## config.mk

```make
export PLATFORM = sky130hd
export DESIGN_NAME = hex_position_packet_decoder_unit_flat
export DESIGN_NICKNAME = d
export VERILOG_FILES = /design/src/rtl/hppd_pkg.sv /design/src/rtl/hppd_if.sv /design/src/rtl/hppd_front.sv /design/src/rtl/hppd_queue.sv /design/src/rtl/hppd_back.sv /design/src/rtl/hex_position_packet_decoder_unit.sv /design/src/flat_wrapper.sv
export VERILOG_INCLUDE_DIRS = /design/src /design/src/rtl
export SDC_FILE = /design/constraint.sdc
export NUM_CORES = 1
export LEC_CHECK = 0
export ABC_AREA = 1
export BUFFER_PORTS_ARGS = -buffer_cell sky130_fd_sc_hd__buf_2
export CELL_PAD_IN_SITES_DETAIL_PLACEMENT = 1
export CELL_PAD_IN_SITES_GLOBAL_PLACEMENT = 2
export CORE_MARGIN = 5
export CORE_UTILIZATION = 45
export CTS_CLUSTER_SIZE = 20
export DETAILED_ROUTE_END_ITERATION = 7
export PLACE_DENSITY_LB_ADDON = 0.12
export SYNTH_ARGS = -nofsm -noshare
export SYNTH_HDL_FRONTEND = slang
export SYNTH_SLANG_ARGS = --single-unit
```

## constraint.sdc

```tcl
create_clock -name clk -period 28.4 [get_ports clk]
set_input_delay 4.26 -clock clk [delete_from_list [all_inputs] [get_ports clk]]
set_output_delay 4.26 -clock clk [all_outputs]
set_load 0.005 [all_outputs]
```

## src/rtl/hex_position_packet_decoder_unit_macros.svh

```systemverilog
// Assertion macros shared by the decoder RTL.
// Needs signals named clk and rst in the scope where a macro is used.
`ifndef HEX_POSITION_PACKET_DECODER_UNIT_MACROS_SVH
`define HEX_POSITION_PACKET_DECODER_UNIT_MACROS_SVH

// Same-cycle implication, checked outside reset
`define HPPD_ASSERT_IMP(lbl, ante, cons, msg) \
  lbl: assert property (@(posedge clk) disable iff (rst) (ante) |-> (cons)) else $error(msg);

// Next-cycle implication, checked outside reset
`define HPPD_ASSERT_NXT(lbl, ante, cons, msg) \
  lbl: assert property (@(posedge clk) disable iff (rst) (ante) |=> (cons)) else $error(msg);

`endif

```

## src/rtl/hppd_pkg.sv

```systemverilog
// Package for the hex position packet decoder: constants, types, character helpers.
// No dependencies.
package hppd_pkg;

  localparam int COORD_DIGITS = 3;          // hex digits per coordinate, 1 to 3
  localparam int HEADER_BYTES = 4;
  localparam int N_SLOTS      = 8;
  localparam int SLOT_W       = 3;
  localparam int COORD_W      = 12;
  localparam int BYTE_W       = 8;
  localparam int ENT_W        = 3;
  localparam int N_ENT        = 6;
  localparam int POS_W        = 6;
  localparam int POS_MAX      = 63;
  localparam int DIGIT_W      = 2;
  localparam int STEP_W       = 2;
  localparam int QUEUE_DEPTH  = 2;
  localparam int QPTR_W       = 1;
  localparam int QCNT_W       = 2;
  localparam int P_END        = HEADER_BYTES + 8 * COORD_DIGITS;
  localparam int A_END        = HEADER_BYTES + 4 * COORD_DIGITS;

  localparam logic [BYTE_W-1:0] CHAR_P = 8'h50;
  localparam logic [BYTE_W-1:0] CHAR_A = 8'h41;

  localparam logic [ENT_W-1:0] ENT_BALL  = 3'd0;
  localparam logic [ENT_W-1:0] ENT_CAR3  = 3'd3;
  localparam logic [ENT_W-1:0] ENT_START = 3'd4;
  localparam logic [ENT_W-1:0] ENT_GOAL  = 3'd5;

  typedef enum logic [1:0] {
    KIND_NONE = 2'd0,
    KIND_P    = 2'd1,
    KIND_A    = 2'd2
  } kind_t;

  typedef logic [COORD_W-1:0] coord_t;

  // One checked packet, handed from the parser to the update sequencer
  typedef struct packed {
    logic                      is_a;
    coord_t [N_SLOTS-1:0]      coords;
  } job_t;

  // Queue status seen by the parser
  typedef struct packed {
    logic full;
    logic empty;
  } q_stat_t;

  // Lowercase hex character to value, anything else is zero
  function automatic logic [3:0] nibble_of(input logic [BYTE_W-1:0] c);
    logic [3:0] n;
    n = 4'h0;
    if (c >= 8'h30 && c <= 8'h39) n = 4'(c - 8'h30);
    else if (c >= 8'h61 && c <= 8'h66) n = 4'(c - 8'h57);
    return n;
  endfunction

  // Value to lowercase hex character
  function automatic logic [BYTE_W-1:0] hex_char(input logic [3:0] n);
    logic [BYTE_W-1:0] c;
    if (n < 4'd10) c = 8'h30 + {4'h0, n};
    else c = 8'h57 + {4'h0, n};
    return c;
  endfunction

endpackage

```

## src/rtl/hppd_if.sv

```systemverilog
// Channel interfaces of the decoder: received bytes in, entity updates out.
// Depends on hppd_pkg.
interface hppd_rx_if;
  logic                         valid;
  logic                         ready;
  logic [hppd_pkg::BYTE_W-1:0]  rx_byte;
  logic                         start_of_packet;

  modport source (output valid, rx_byte, start_of_packet, input ready);
  modport sink (input valid, rx_byte, start_of_packet, output ready);
endinterface

interface hppd_upd_if;
  logic                         valid;
  logic                         ready;
  logic [hppd_pkg::ENT_W-1:0]   entity;
  hppd_pkg::coord_t             pos_x;
  hppd_pkg::coord_t             pos_y;
  hppd_pkg::coord_t             prev_x;
  hppd_pkg::coord_t             prev_y;
  logic                         last_update;

  modport source (output valid, entity, pos_x, pos_y, prev_x, prev_y, last_update,
                  input ready);
  modport sink (input valid, entity, pos_x, pos_y, prev_x, prev_y, last_update,
                output ready);
endinterface

```

## src/rtl/hppd_front.sv

```systemverilog
// Packet parser: tracks byte position, assembles coordinates, checks the checksum.
// Depends on hppd_pkg and hppd_rx_if; pushes checked packets to hppd_queue.
module hppd_front (
  input  logic              clk,
  input  logic              rst,
  hppd_rx_if.sink           rx,
  input  hppd_pkg::q_stat_t qstat,
  output logic              push,
  output hppd_pkg::job_t    job
);

  hppd_pkg::kind_t                          kind;
  logic [hppd_pkg::POS_W-1:0]               pos;
  logic [hppd_pkg::BYTE_W-1:0]              xor_acc;
  logic [hppd_pkg::BYTE_W-1:0]              cks_hi;
  hppd_pkg::coord_t [hppd_pkg::N_SLOTS-1:0] pending;
  logic [hppd_pkg::DIGIT_W-1:0]             digit;
  logic [hppd_pkg::SLOT_W-1:0]              slot;

  logic                        acc;
  logic [hppd_pkg::POS_W-1:0]  end_pos;
  logic                        in_payload;
  logic                        at_cks_hi;
  logic                        at_cks_lo;
  logic                        cks_match;

  // A word is taken whenever the queue has room
  assign rx.ready = !qstat.full;
  assign acc      = rx.valid && rx.ready;

  // Region decode of the current byte
  assign end_pos    = (kind == hppd_pkg::KIND_P) ? hppd_pkg::POS_W'(hppd_pkg::P_END)
                                                 : hppd_pkg::POS_W'(hppd_pkg::A_END);
  assign in_payload = (pos >= hppd_pkg::POS_W'(hppd_pkg::HEADER_BYTES)) && (pos < end_pos);
  assign at_cks_hi  = (pos == end_pos);
  assign at_cks_lo  = (pos == end_pos + hppd_pkg::POS_W'(1));
  assign cks_match  = (cks_hi == hppd_pkg::hex_char(xor_acc[7:4])) &&
                      (rx.rx_byte == hppd_pkg::hex_char(xor_acc[3:0]));

  // Hand over on a good checksum
  assign push = acc && !rx.start_of_packet && (kind != hppd_pkg::KIND_NONE) &&
                at_cks_lo && cks_match;
  assign job.is_a   = (kind == hppd_pkg::KIND_A);
  assign job.coords = pending;

  // Parser state
  always_ff @(posedge clk) begin
    if (rst) begin
      kind    <= hppd_pkg::KIND_NONE;
      pos     <= '0;
      xor_acc <= '0;
      cks_hi  <= '0;
      digit   <= '0;
      slot    <= '0;
    end else if (acc) begin
      if (rx.start_of_packet) begin
        if (rx.rx_byte == hppd_pkg::CHAR_P) kind <= hppd_pkg::KIND_P;
        else if (rx.rx_byte == hppd_pkg::CHAR_A) kind <= hppd_pkg::KIND_A;
        else kind <= hppd_pkg::KIND_NONE;
        pos     <= hppd_pkg::POS_W'(1);
        xor_acc <= '0;
        cks_hi  <= '0;
        digit   <= '0;
        slot    <= '0;
      end else if (kind != hppd_pkg::KIND_NONE) begin
        if (in_payload) begin
          xor_acc <= xor_acc ^ rx.rx_byte;
          if (digit == hppd_pkg::DIGIT_W'(hppd_pkg::COORD_DIGITS - 1)) begin
            digit <= '0;
            slot  <= slot + hppd_pkg::SLOT_W'(1);
          end else begin
            digit <= digit + hppd_pkg::DIGIT_W'(1);
          end
        end else if (at_cks_hi) begin
          cks_hi <= rx.rx_byte;
        end else if (at_cks_lo) begin
          kind <= hppd_pkg::KIND_NONE;
        end
        pos <= (pos < hppd_pkg::POS_W'(hppd_pkg::POS_MAX)) ? pos + hppd_pkg::POS_W'(1)
                                                           : pos;
      end
    end
  end

  // Coordinate assembly, cleared at each packet start
  always_ff @(posedge clk) begin
    if (acc) begin
      if (rx.start_of_packet) begin
        pending <= '0;
      end else if (kind != hppd_pkg::KIND_NONE && in_payload) begin
        pending[slot] <= {pending[slot][hppd_pkg::COORD_W-5:0],
                          hppd_pkg::nibble_of(rx.rx_byte)};
      end
    end
  end

endmodule

```

## src/rtl/hppd_queue.sv

```systemverilog
// Two-entry queue of checked packets between parser and update sequencer.
// Depends on hppd_pkg.
module hppd_queue (
  input  logic              clk,
  input  logic              rst,
  input  logic              push,
  input  hppd_pkg::job_t    wr_job,
  input  logic              pop,
  output hppd_pkg::job_t    head,
  output hppd_pkg::q_stat_t qstat
);

  hppd_pkg::job_t                mem [hppd_pkg::QUEUE_DEPTH];
  logic [hppd_pkg::QPTR_W-1:0]   wr_ptr;
  logic [hppd_pkg::QPTR_W-1:0]   rd_ptr;
  logic [hppd_pkg::QCNT_W-1:0]   count;

  assign head        = mem[rd_ptr];
  assign qstat.full  = (count == hppd_pkg::QCNT_W'(hppd_pkg::QUEUE_DEPTH));
  assign qstat.empty = (count == '0);

  // Pointers and fill count
  always_ff @(posedge clk) begin
    if (rst) begin
      wr_ptr <= '0;
      rd_ptr <= '0;
      count  <= '0;
    end else begin
      if (push) wr_ptr <= wr_ptr + hppd_pkg::QPTR_W'(1);
      if (pop)  rd_ptr <= rd_ptr + hppd_pkg::QPTR_W'(1);
      if (push && !pop) count <= count + hppd_pkg::QCNT_W'(1);
      else if (pop && !push) count <= count - hppd_pkg::QCNT_W'(1);
    end
  end

  // Entry storage
  always_ff @(posedge clk) begin
    if (push) mem[wr_ptr] <= wr_job;
  end

endmodule

```

## src/rtl/hppd_back.sv

```systemverilog
// Update sequencer: walks the entities of a checked packet, keeps the position table.
// Depends on hppd_pkg, hppd_upd_if and the assertion macros header.
`include "hex_position_packet_decoder_unit_macros.svh"

module hppd_back (
  input  logic              clk,
  input  logic              rst,
  input  hppd_pkg::job_t    head,
  input  hppd_pkg::q_stat_t qstat,
  output logic              pop,
  hppd_upd_if.source        upd
);

  logic [hppd_pkg::STEP_W-1:0]  step;
  hppd_pkg::coord_t             tab_x [hppd_pkg::N_ENT];
  hppd_pkg::coord_t             tab_y [hppd_pkg::N_ENT];

  logic [hppd_pkg::ENT_W-1:0]   ent;
  logic [hppd_pkg::SLOT_W-1:0]  slot_x;
  logic                         last;
  logic                         load;
  hppd_pkg::coord_t             nx;
  hppd_pkg::coord_t             ny;

  // Entity order: P gives ball, cars 1 to 3; A gives start then goal
  always_comb begin
    if (head.is_a) begin
      ent    = (step == '0) ? hppd_pkg::ENT_START : hppd_pkg::ENT_GOAL;
      slot_x = (step == '0) ? hppd_pkg::SLOT_W'(2) : '0;
      last   = (step == hppd_pkg::STEP_W'(1));
    end else begin
      ent    = hppd_pkg::ENT_BALL + hppd_pkg::ENT_W'(step);
      slot_x = {step, 1'b0};
      last   = (step == hppd_pkg::STEP_W'(3));
    end
  end

  assign nx   = head.coords[slot_x];
  assign ny   = head.coords[slot_x + hppd_pkg::SLOT_W'(1)];
  assign load = !qstat.empty && (!upd.valid || upd.ready);
  assign pop  = load && last;

  // Output word register and entity step
  always_ff @(posedge clk) begin
    if (rst) begin
      upd.valid <= 1'b0;
      step      <= '0;
    end else begin
      if (load) begin
        upd.valid <= 1'b1;
        step      <= last ? '0 : step + hppd_pkg::STEP_W'(1);
      end else if (upd.ready) begin
        upd.valid <= 1'b0;
      end
    end
  end

  // Output payload
  always_ff @(posedge clk) begin
    if (load) begin
      upd.entity      <= ent;
      upd.pos_x       <= nx;
      upd.pos_y       <= ny;
      upd.prev_x      <= tab_x[ent];
      upd.prev_y      <= tab_y[ent];
      upd.last_update <= last;
    end
  end

  // Position table, previous position comes from the current entry
  always_ff @(posedge clk) begin
    if (rst) begin
      for (int i = 0; i < hppd_pkg::N_ENT; i++) begin
        tab_x[i] <= '0;
        tab_y[i] <= '0;
      end
    end else if (load) begin
      tab_x[ent] <= nx;
      tab_y[ent] <= ny;
    end
  end

  `HPPD_ASSERT_IMP(a_last_entity, upd.valid && upd.last_update, upd.entity == hppd_pkg::ENT_CAR3 || upd.entity == hppd_pkg::ENT_GOAL, "last update on wrong entity")
  `HPPD_ASSERT_IMP(a_step_head, step != '0, !qstat.empty, "packet left queue mid sequence")
  `HPPD_ASSERT_IMP(a_a_steps, !qstat.empty && head.is_a, step <= hppd_pkg::STEP_W'(1), "A packet step overrun")
  `HPPD_ASSERT_NXT(a_load_shows, load, upd.valid, "loaded update not presented")

endmodule

```

## src/rtl/hex_position_packet_decoder_unit.sv

```systemverilog
// Top level of the hex position packet decoder: parser, packet queue, update sequencer.
// Depends on hppd_pkg, hppd_if, hppd_front, hppd_queue and hppd_back.
//
//  channel | role  | word
//  rx      | sink  | rx_byte, start_of_packet
//  upd     | source| entity, pos_x, pos_y, prev_x, prev_y, last_update
//
// One received byte is taken per cycle; rx.ready drops only while both queue entries
// hold checked packets. A checked packet passes the queue and then the upd output register;
// it gives one update per cycle while upd is ready (4 for P, 2 for A), from the sequencer's table port.
// Synchronous reset clears parser, queue and the entity position table.
// Stalls on upd hold the output register; rx keeps running until the queue fills.
module hex_position_packet_decoder_unit (
  input  logic        clk,
  input  logic        rst,
  hppd_rx_if.sink     rx,
  hppd_upd_if.source  upd
);

  logic               push;
  logic               pop;
  hppd_pkg::job_t     wr_job;
  hppd_pkg::job_t     head;
  hppd_pkg::q_stat_t  qstat;

  hppd_front u_front (
    .clk   (clk),
    .rst   (rst),
    .rx    (rx),
    .qstat (qstat),
    .push  (push),
    .job   (wr_job)
  );

  hppd_queue u_queue (
    .clk    (clk),
    .rst    (rst),
    .push   (push),
    .wr_job (wr_job),
    .pop    (pop),
    .head   (head),
    .qstat  (qstat)
  );

  hppd_back u_back (
    .clk   (clk),
    .rst   (rst),
    .head  (head),
    .qstat (qstat),
    .pop   (pop),
    .upd   (upd)
  );

endmodule
```

## src/flat_wrapper.sv

```systemverilog
// flat-port wrapper written by rule: the top's interface ports become plain ports
module hex_position_packet_decoder_unit_flat 
  (clk, rst, rx_valid, rx_rx_byte, rx_start_of_packet, rx_ready, upd_valid, upd_entity, upd_pos_x, upd_pos_y, upd_prev_x, upd_prev_y, upd_last_update, upd_ready);
  hppd_rx_if rx_i ();
  hppd_upd_if upd_i ();
  input  logic clk;
  input  logic rst;
  input wire logic [$bits(rx_i.valid)-1:0] rx_valid;
  input wire logic [$bits(rx_i.rx_byte)-1:0] rx_rx_byte;
  input wire logic [$bits(rx_i.start_of_packet)-1:0] rx_start_of_packet;
  output wire logic [$bits(rx_i.ready)-1:0] rx_ready;
  output wire logic [$bits(upd_i.valid)-1:0] upd_valid;
  output wire logic [$bits(upd_i.entity)-1:0] upd_entity;
  output wire logic [$bits(upd_i.pos_x)-1:0] upd_pos_x;
  output wire logic [$bits(upd_i.pos_y)-1:0] upd_pos_y;
  output wire logic [$bits(upd_i.prev_x)-1:0] upd_prev_x;
  output wire logic [$bits(upd_i.prev_y)-1:0] upd_prev_y;
  output wire logic [$bits(upd_i.last_update)-1:0] upd_last_update;
  input wire logic [$bits(upd_i.ready)-1:0] upd_ready;
  assign rx_i.valid = rx_valid;
  assign rx_i.rx_byte = rx_rx_byte;
  assign rx_i.start_of_packet = rx_start_of_packet;
  assign rx_ready = rx_i.ready;
  assign upd_valid = upd_i.valid;
  assign upd_entity = upd_i.entity;
  assign upd_pos_x = upd_i.pos_x;
  assign upd_pos_y = upd_i.pos_y;
  assign upd_prev_x = upd_i.prev_x;
  assign upd_prev_y = upd_i.prev_y;
  assign upd_last_update = upd_i.last_update;
  assign upd_i.ready = upd_ready;
  hex_position_packet_decoder_unit u_core (.clk(clk), .rst(rst), .rx(rx_i), .upd(upd_i));
endmodule
```

==> metrics <==
sw frac 0.207; final instance area approximately 27,000 um2; initial core utilization 0.457; synth warn 0; Synth area leaders edfxtp_1 (67%), nand2_1 (8.4%), nor2_1 (4.4%); I/O Buffers 66; ANT cells 0; most used cell, CP nand2_1; clock share of power 0.435; CP max FO 55; delay of the slowest cell on the worst path around 1.1 ns; R2R depth 12; power per cell area around 64 nW/um2; vias in the first global route around 17k; Avg Cell Area, Syn roughly 11 um2; Starting DRT DRC Count 1,052; Max Slew Vio Count 0; GRT overflow 0; Resize count post-CTS 0; Psw 0.358 mW; Core Region around 53,000 um2; nets about 2.3k; Rel. slew slack 0.150; initial antenna violation count 0; Final setup violation count 0; via count 16.4k; largest net degree at the start of global routing 77; delay-heaviest family, CP simple AND/OR/NAND/NOR gates; Final Cycle Share 0.289; Hold Path Class register to register; HPWL after detailed placement between 30,000 and 40,000 um; Crit Path Class input pin to register; syn nets around 2.2k; via/cell ratio approximately 5.5; cell area after synthesis roughly 24,000 um2; die area ~58,000 um2; DR pass1 iterations 5; io pins 67; clock slew at reported path FFs about 0.060 ns; Seq/Total Area, Yosys 0.696; EDFF count, synth 534; Gate Count Post-Synth between 2k and 2.5k; cell count of the worst hold path 0; clock sinks ~570; buffers and inverters on the worst path 3; global-route wire length before repair approximately 100,000 um; crit end category register; Clock Skews 0.0134 ns; Detailed Route WL around 64,000 um; final hold slack 0.465 ns; Highest Clock Rate ~120 MHz; Final Hold Vio Count 0; ys flop type edfxtp_1; root buf cell clkbuf_16; maximum buffer depth of the clock tree 3; Critical Path AT 8.24 ns; post-DR wirelength/cell about 21 um; Area Overhead vs Synth 11.6%; TritonCTS buffer count 60; slowest cell on the critical path nand2_1; post-CTS setup buffers 0; status finished, final reports clean; Clock H-tree levels 2; Final TNS setup 0 ns; Async SR Flop Fraction 0; Rows 84; gp weighted congestion roughly 0.80; Hold Buf Count CTS 0; final core utilization 0.510; DIE WIDTH between 200 and 250 um; Cell Chain, Critical Path buf_2 > nor2_1 > a21oi_4 > buf_4 > inv_2 > nor2_4 > o21ai_0 > nand2_1 > nand2_1; top cell type's share of synthesized area 0.666; IR drop worst, VDD approximately 0.043 mV; Worst EP required 28.45 ns; Post-DRT Antenna Nets 0; Crit path depth 9; CTS tree done; Int Power around 1.4 mW; Sequential Power Share 0.541; latest clock arrival within the worst-skew pair 0.62 ns; top-count cell post-synth nand2_1; layout cells sized above 1 0.0988; total track usage 0.219; synthesized flop and latch total between 500 and 600; Post-synth top cells nand2_1 (541), edfxtp_1 (534), nor2_1 (284); Worst-Margin Slew 1.27 ns; Die Y-Extent 241 um; post-synthesis cell type count 38; Residual DRC 0; max_cap viols 0; Lkg Pwr 9.89 nW; Synth area leader edfxtp_1; kind of launch point of the worst setup path input pin; RSZ-0062 raised after global routing no; Comb pwr share 0.023; dpl cell area around 25,000 um2; crit path time final 8.20 ns
==> power by group through the flow <==
stage	sequential, mW	clock (mW)	combinational, mW
after global placement	0.953	0	0.0397
final	0.937	0.754	0.0406
after CTS	0.937	0.770	0.0413
after detailed placement	0.954	0	0.0410
after floorplan	0.952	0	0.0268
after global routing	0.938	0.809	0.0457
==> flip-flops by register name (all words and copies together) (netlist names), 2 cells and up, named ones only <==
| name | flops |
|---|---|
| u_core.u_back.step | 2 |
| u_core.u_back.tab_x | 96 |
| u_core.u_back.tab_y | 96 |
| u_core.u_back.upd.entity | 3 |
| u_core.u_back.upd.pos_x | 12 |
| u_core.u_back.upd.pos_y | 12 |
| u_core.u_back.upd.prev_x | 12 |
| u_core.u_back.upd.prev_y | 12 |
| u_core.u_front.cks_hi | 8 |
| u_core.u_front.digit | 2 |
| u_core.u_front.job | 96 |
| u_core.u_front.kind | 2 |
| u_core.u_front.pos | 6 |
| u_core.u_front.slot | 3 |
| u_core.u_front.xor_acc | 8 |
| u_core.u_queue.count | 2 |
| u_core.u_queue.mem | 194 |
==> metrics by stage <==
stage	power, mW	std cells	setup WS (ns)
5_1_grt	1.79	2986	19.87
3_3_place_gp	0.993	2875	19.63
3_5_place_dp	0.995	2875	19.51
2_1_floorplan	0.979	2210	16.13
6_report	1.73	2986	20.20
4_1_cts	1.75	2986	20.16
==> worst paths after layout <==
kind | from | endpoint | slack, ns
setup / recovery | upd_ready | u_core.u_back.tab_x[4][4] | 20.20
hold reg to reg | u_core.u_front.job[22] | u_core.u_queue.mem[0][22] | 0.46
hold / removal | u_core.u_front.job[22] | u_core.u_queue.mem[0][22] | 0.46
setup reg to reg | register | u_core.u_back.tab_x[4][4] | 23.29
==> cells by family (layout without fill, tap and decap cells) <==
family / Yosys count / after routing / synth area share
buf+inv: 247 / 335 / 0.0425
compound gates: 322 / 322 / 0.0732
simple gates: 1047 / 1047 / 0.177
fa+ha+maj: 15 / 15 / 0.00779
xor+xnor: 8 / 8 / 0.00291
flops: 571 / 571 / 0.696
==> layer usage <==
layer  up-vias  global-route usage  wire (um)
met3        99              0.0309       2630
met4         0              0.0627       1590
met1      8361               0.287      27700
met2       303               0.383      32200
li1       7680                   -          -
met5         -                   0          0
==> cell type report <==
class                           count  area (um2)
Timing Repair Buffer               95         548
Sequential cell                   571       16800
Tap cell                          688         861
Clock inverter                     32         258
Inverter                          129         490
Clock buffer                       79        1620
Multi-Input combinational cell   1392        6340
Fill cell                        5664       25900
==> placed cells by master, fill, tap and decap left out, types with 3 or more instances in the layout <==
| cell | netlist | layout |
|---|---|---|
| o21ai_1 | 4 | 4 |
| inv_1 | 118 | 117 |
| clkbuf_16 | 0 | 62 |
| nor3_2 | 2 | 3 |
| nor2_4 | 2 | 4 |
| buf_4 | 8 | 29 |
| buf_2 | 28 | 66 |
| clkinv_2 | 0 | 14 |
| nand2_1 | 541 | 541 |
| clkinv_1 | 3 | 14 |
| nor2_1 | 284 | 282 |
| nand2_2 | 24 | 24 |
| xor2_1 | 3 | 3 |
| bufinv_16 | 0 | 4 |
| nor3_1 | 15 | 14 |
| clkbuf_1 | 73 | 17 |
| inv_2 | 7 | 8 |
| o21bai_1 | 20 | 20 |
| xnor2_1 | 5 | 5 |
| edfxtp_1 | 534 | 534 |
| o21ai_0 | 145 | 145 |
| dfxtp_1 | 37 | 36 |
| ha_1 | 15 | 14 |
| o22ai_1 | 49 | 49 |
| a21oi_1 | 91 | 90 |
| nand4_1 | 5 | 5 |
| nand3_1 | 171 | 171 |
No activity file was read; power rests on OpenSTA's default activity.
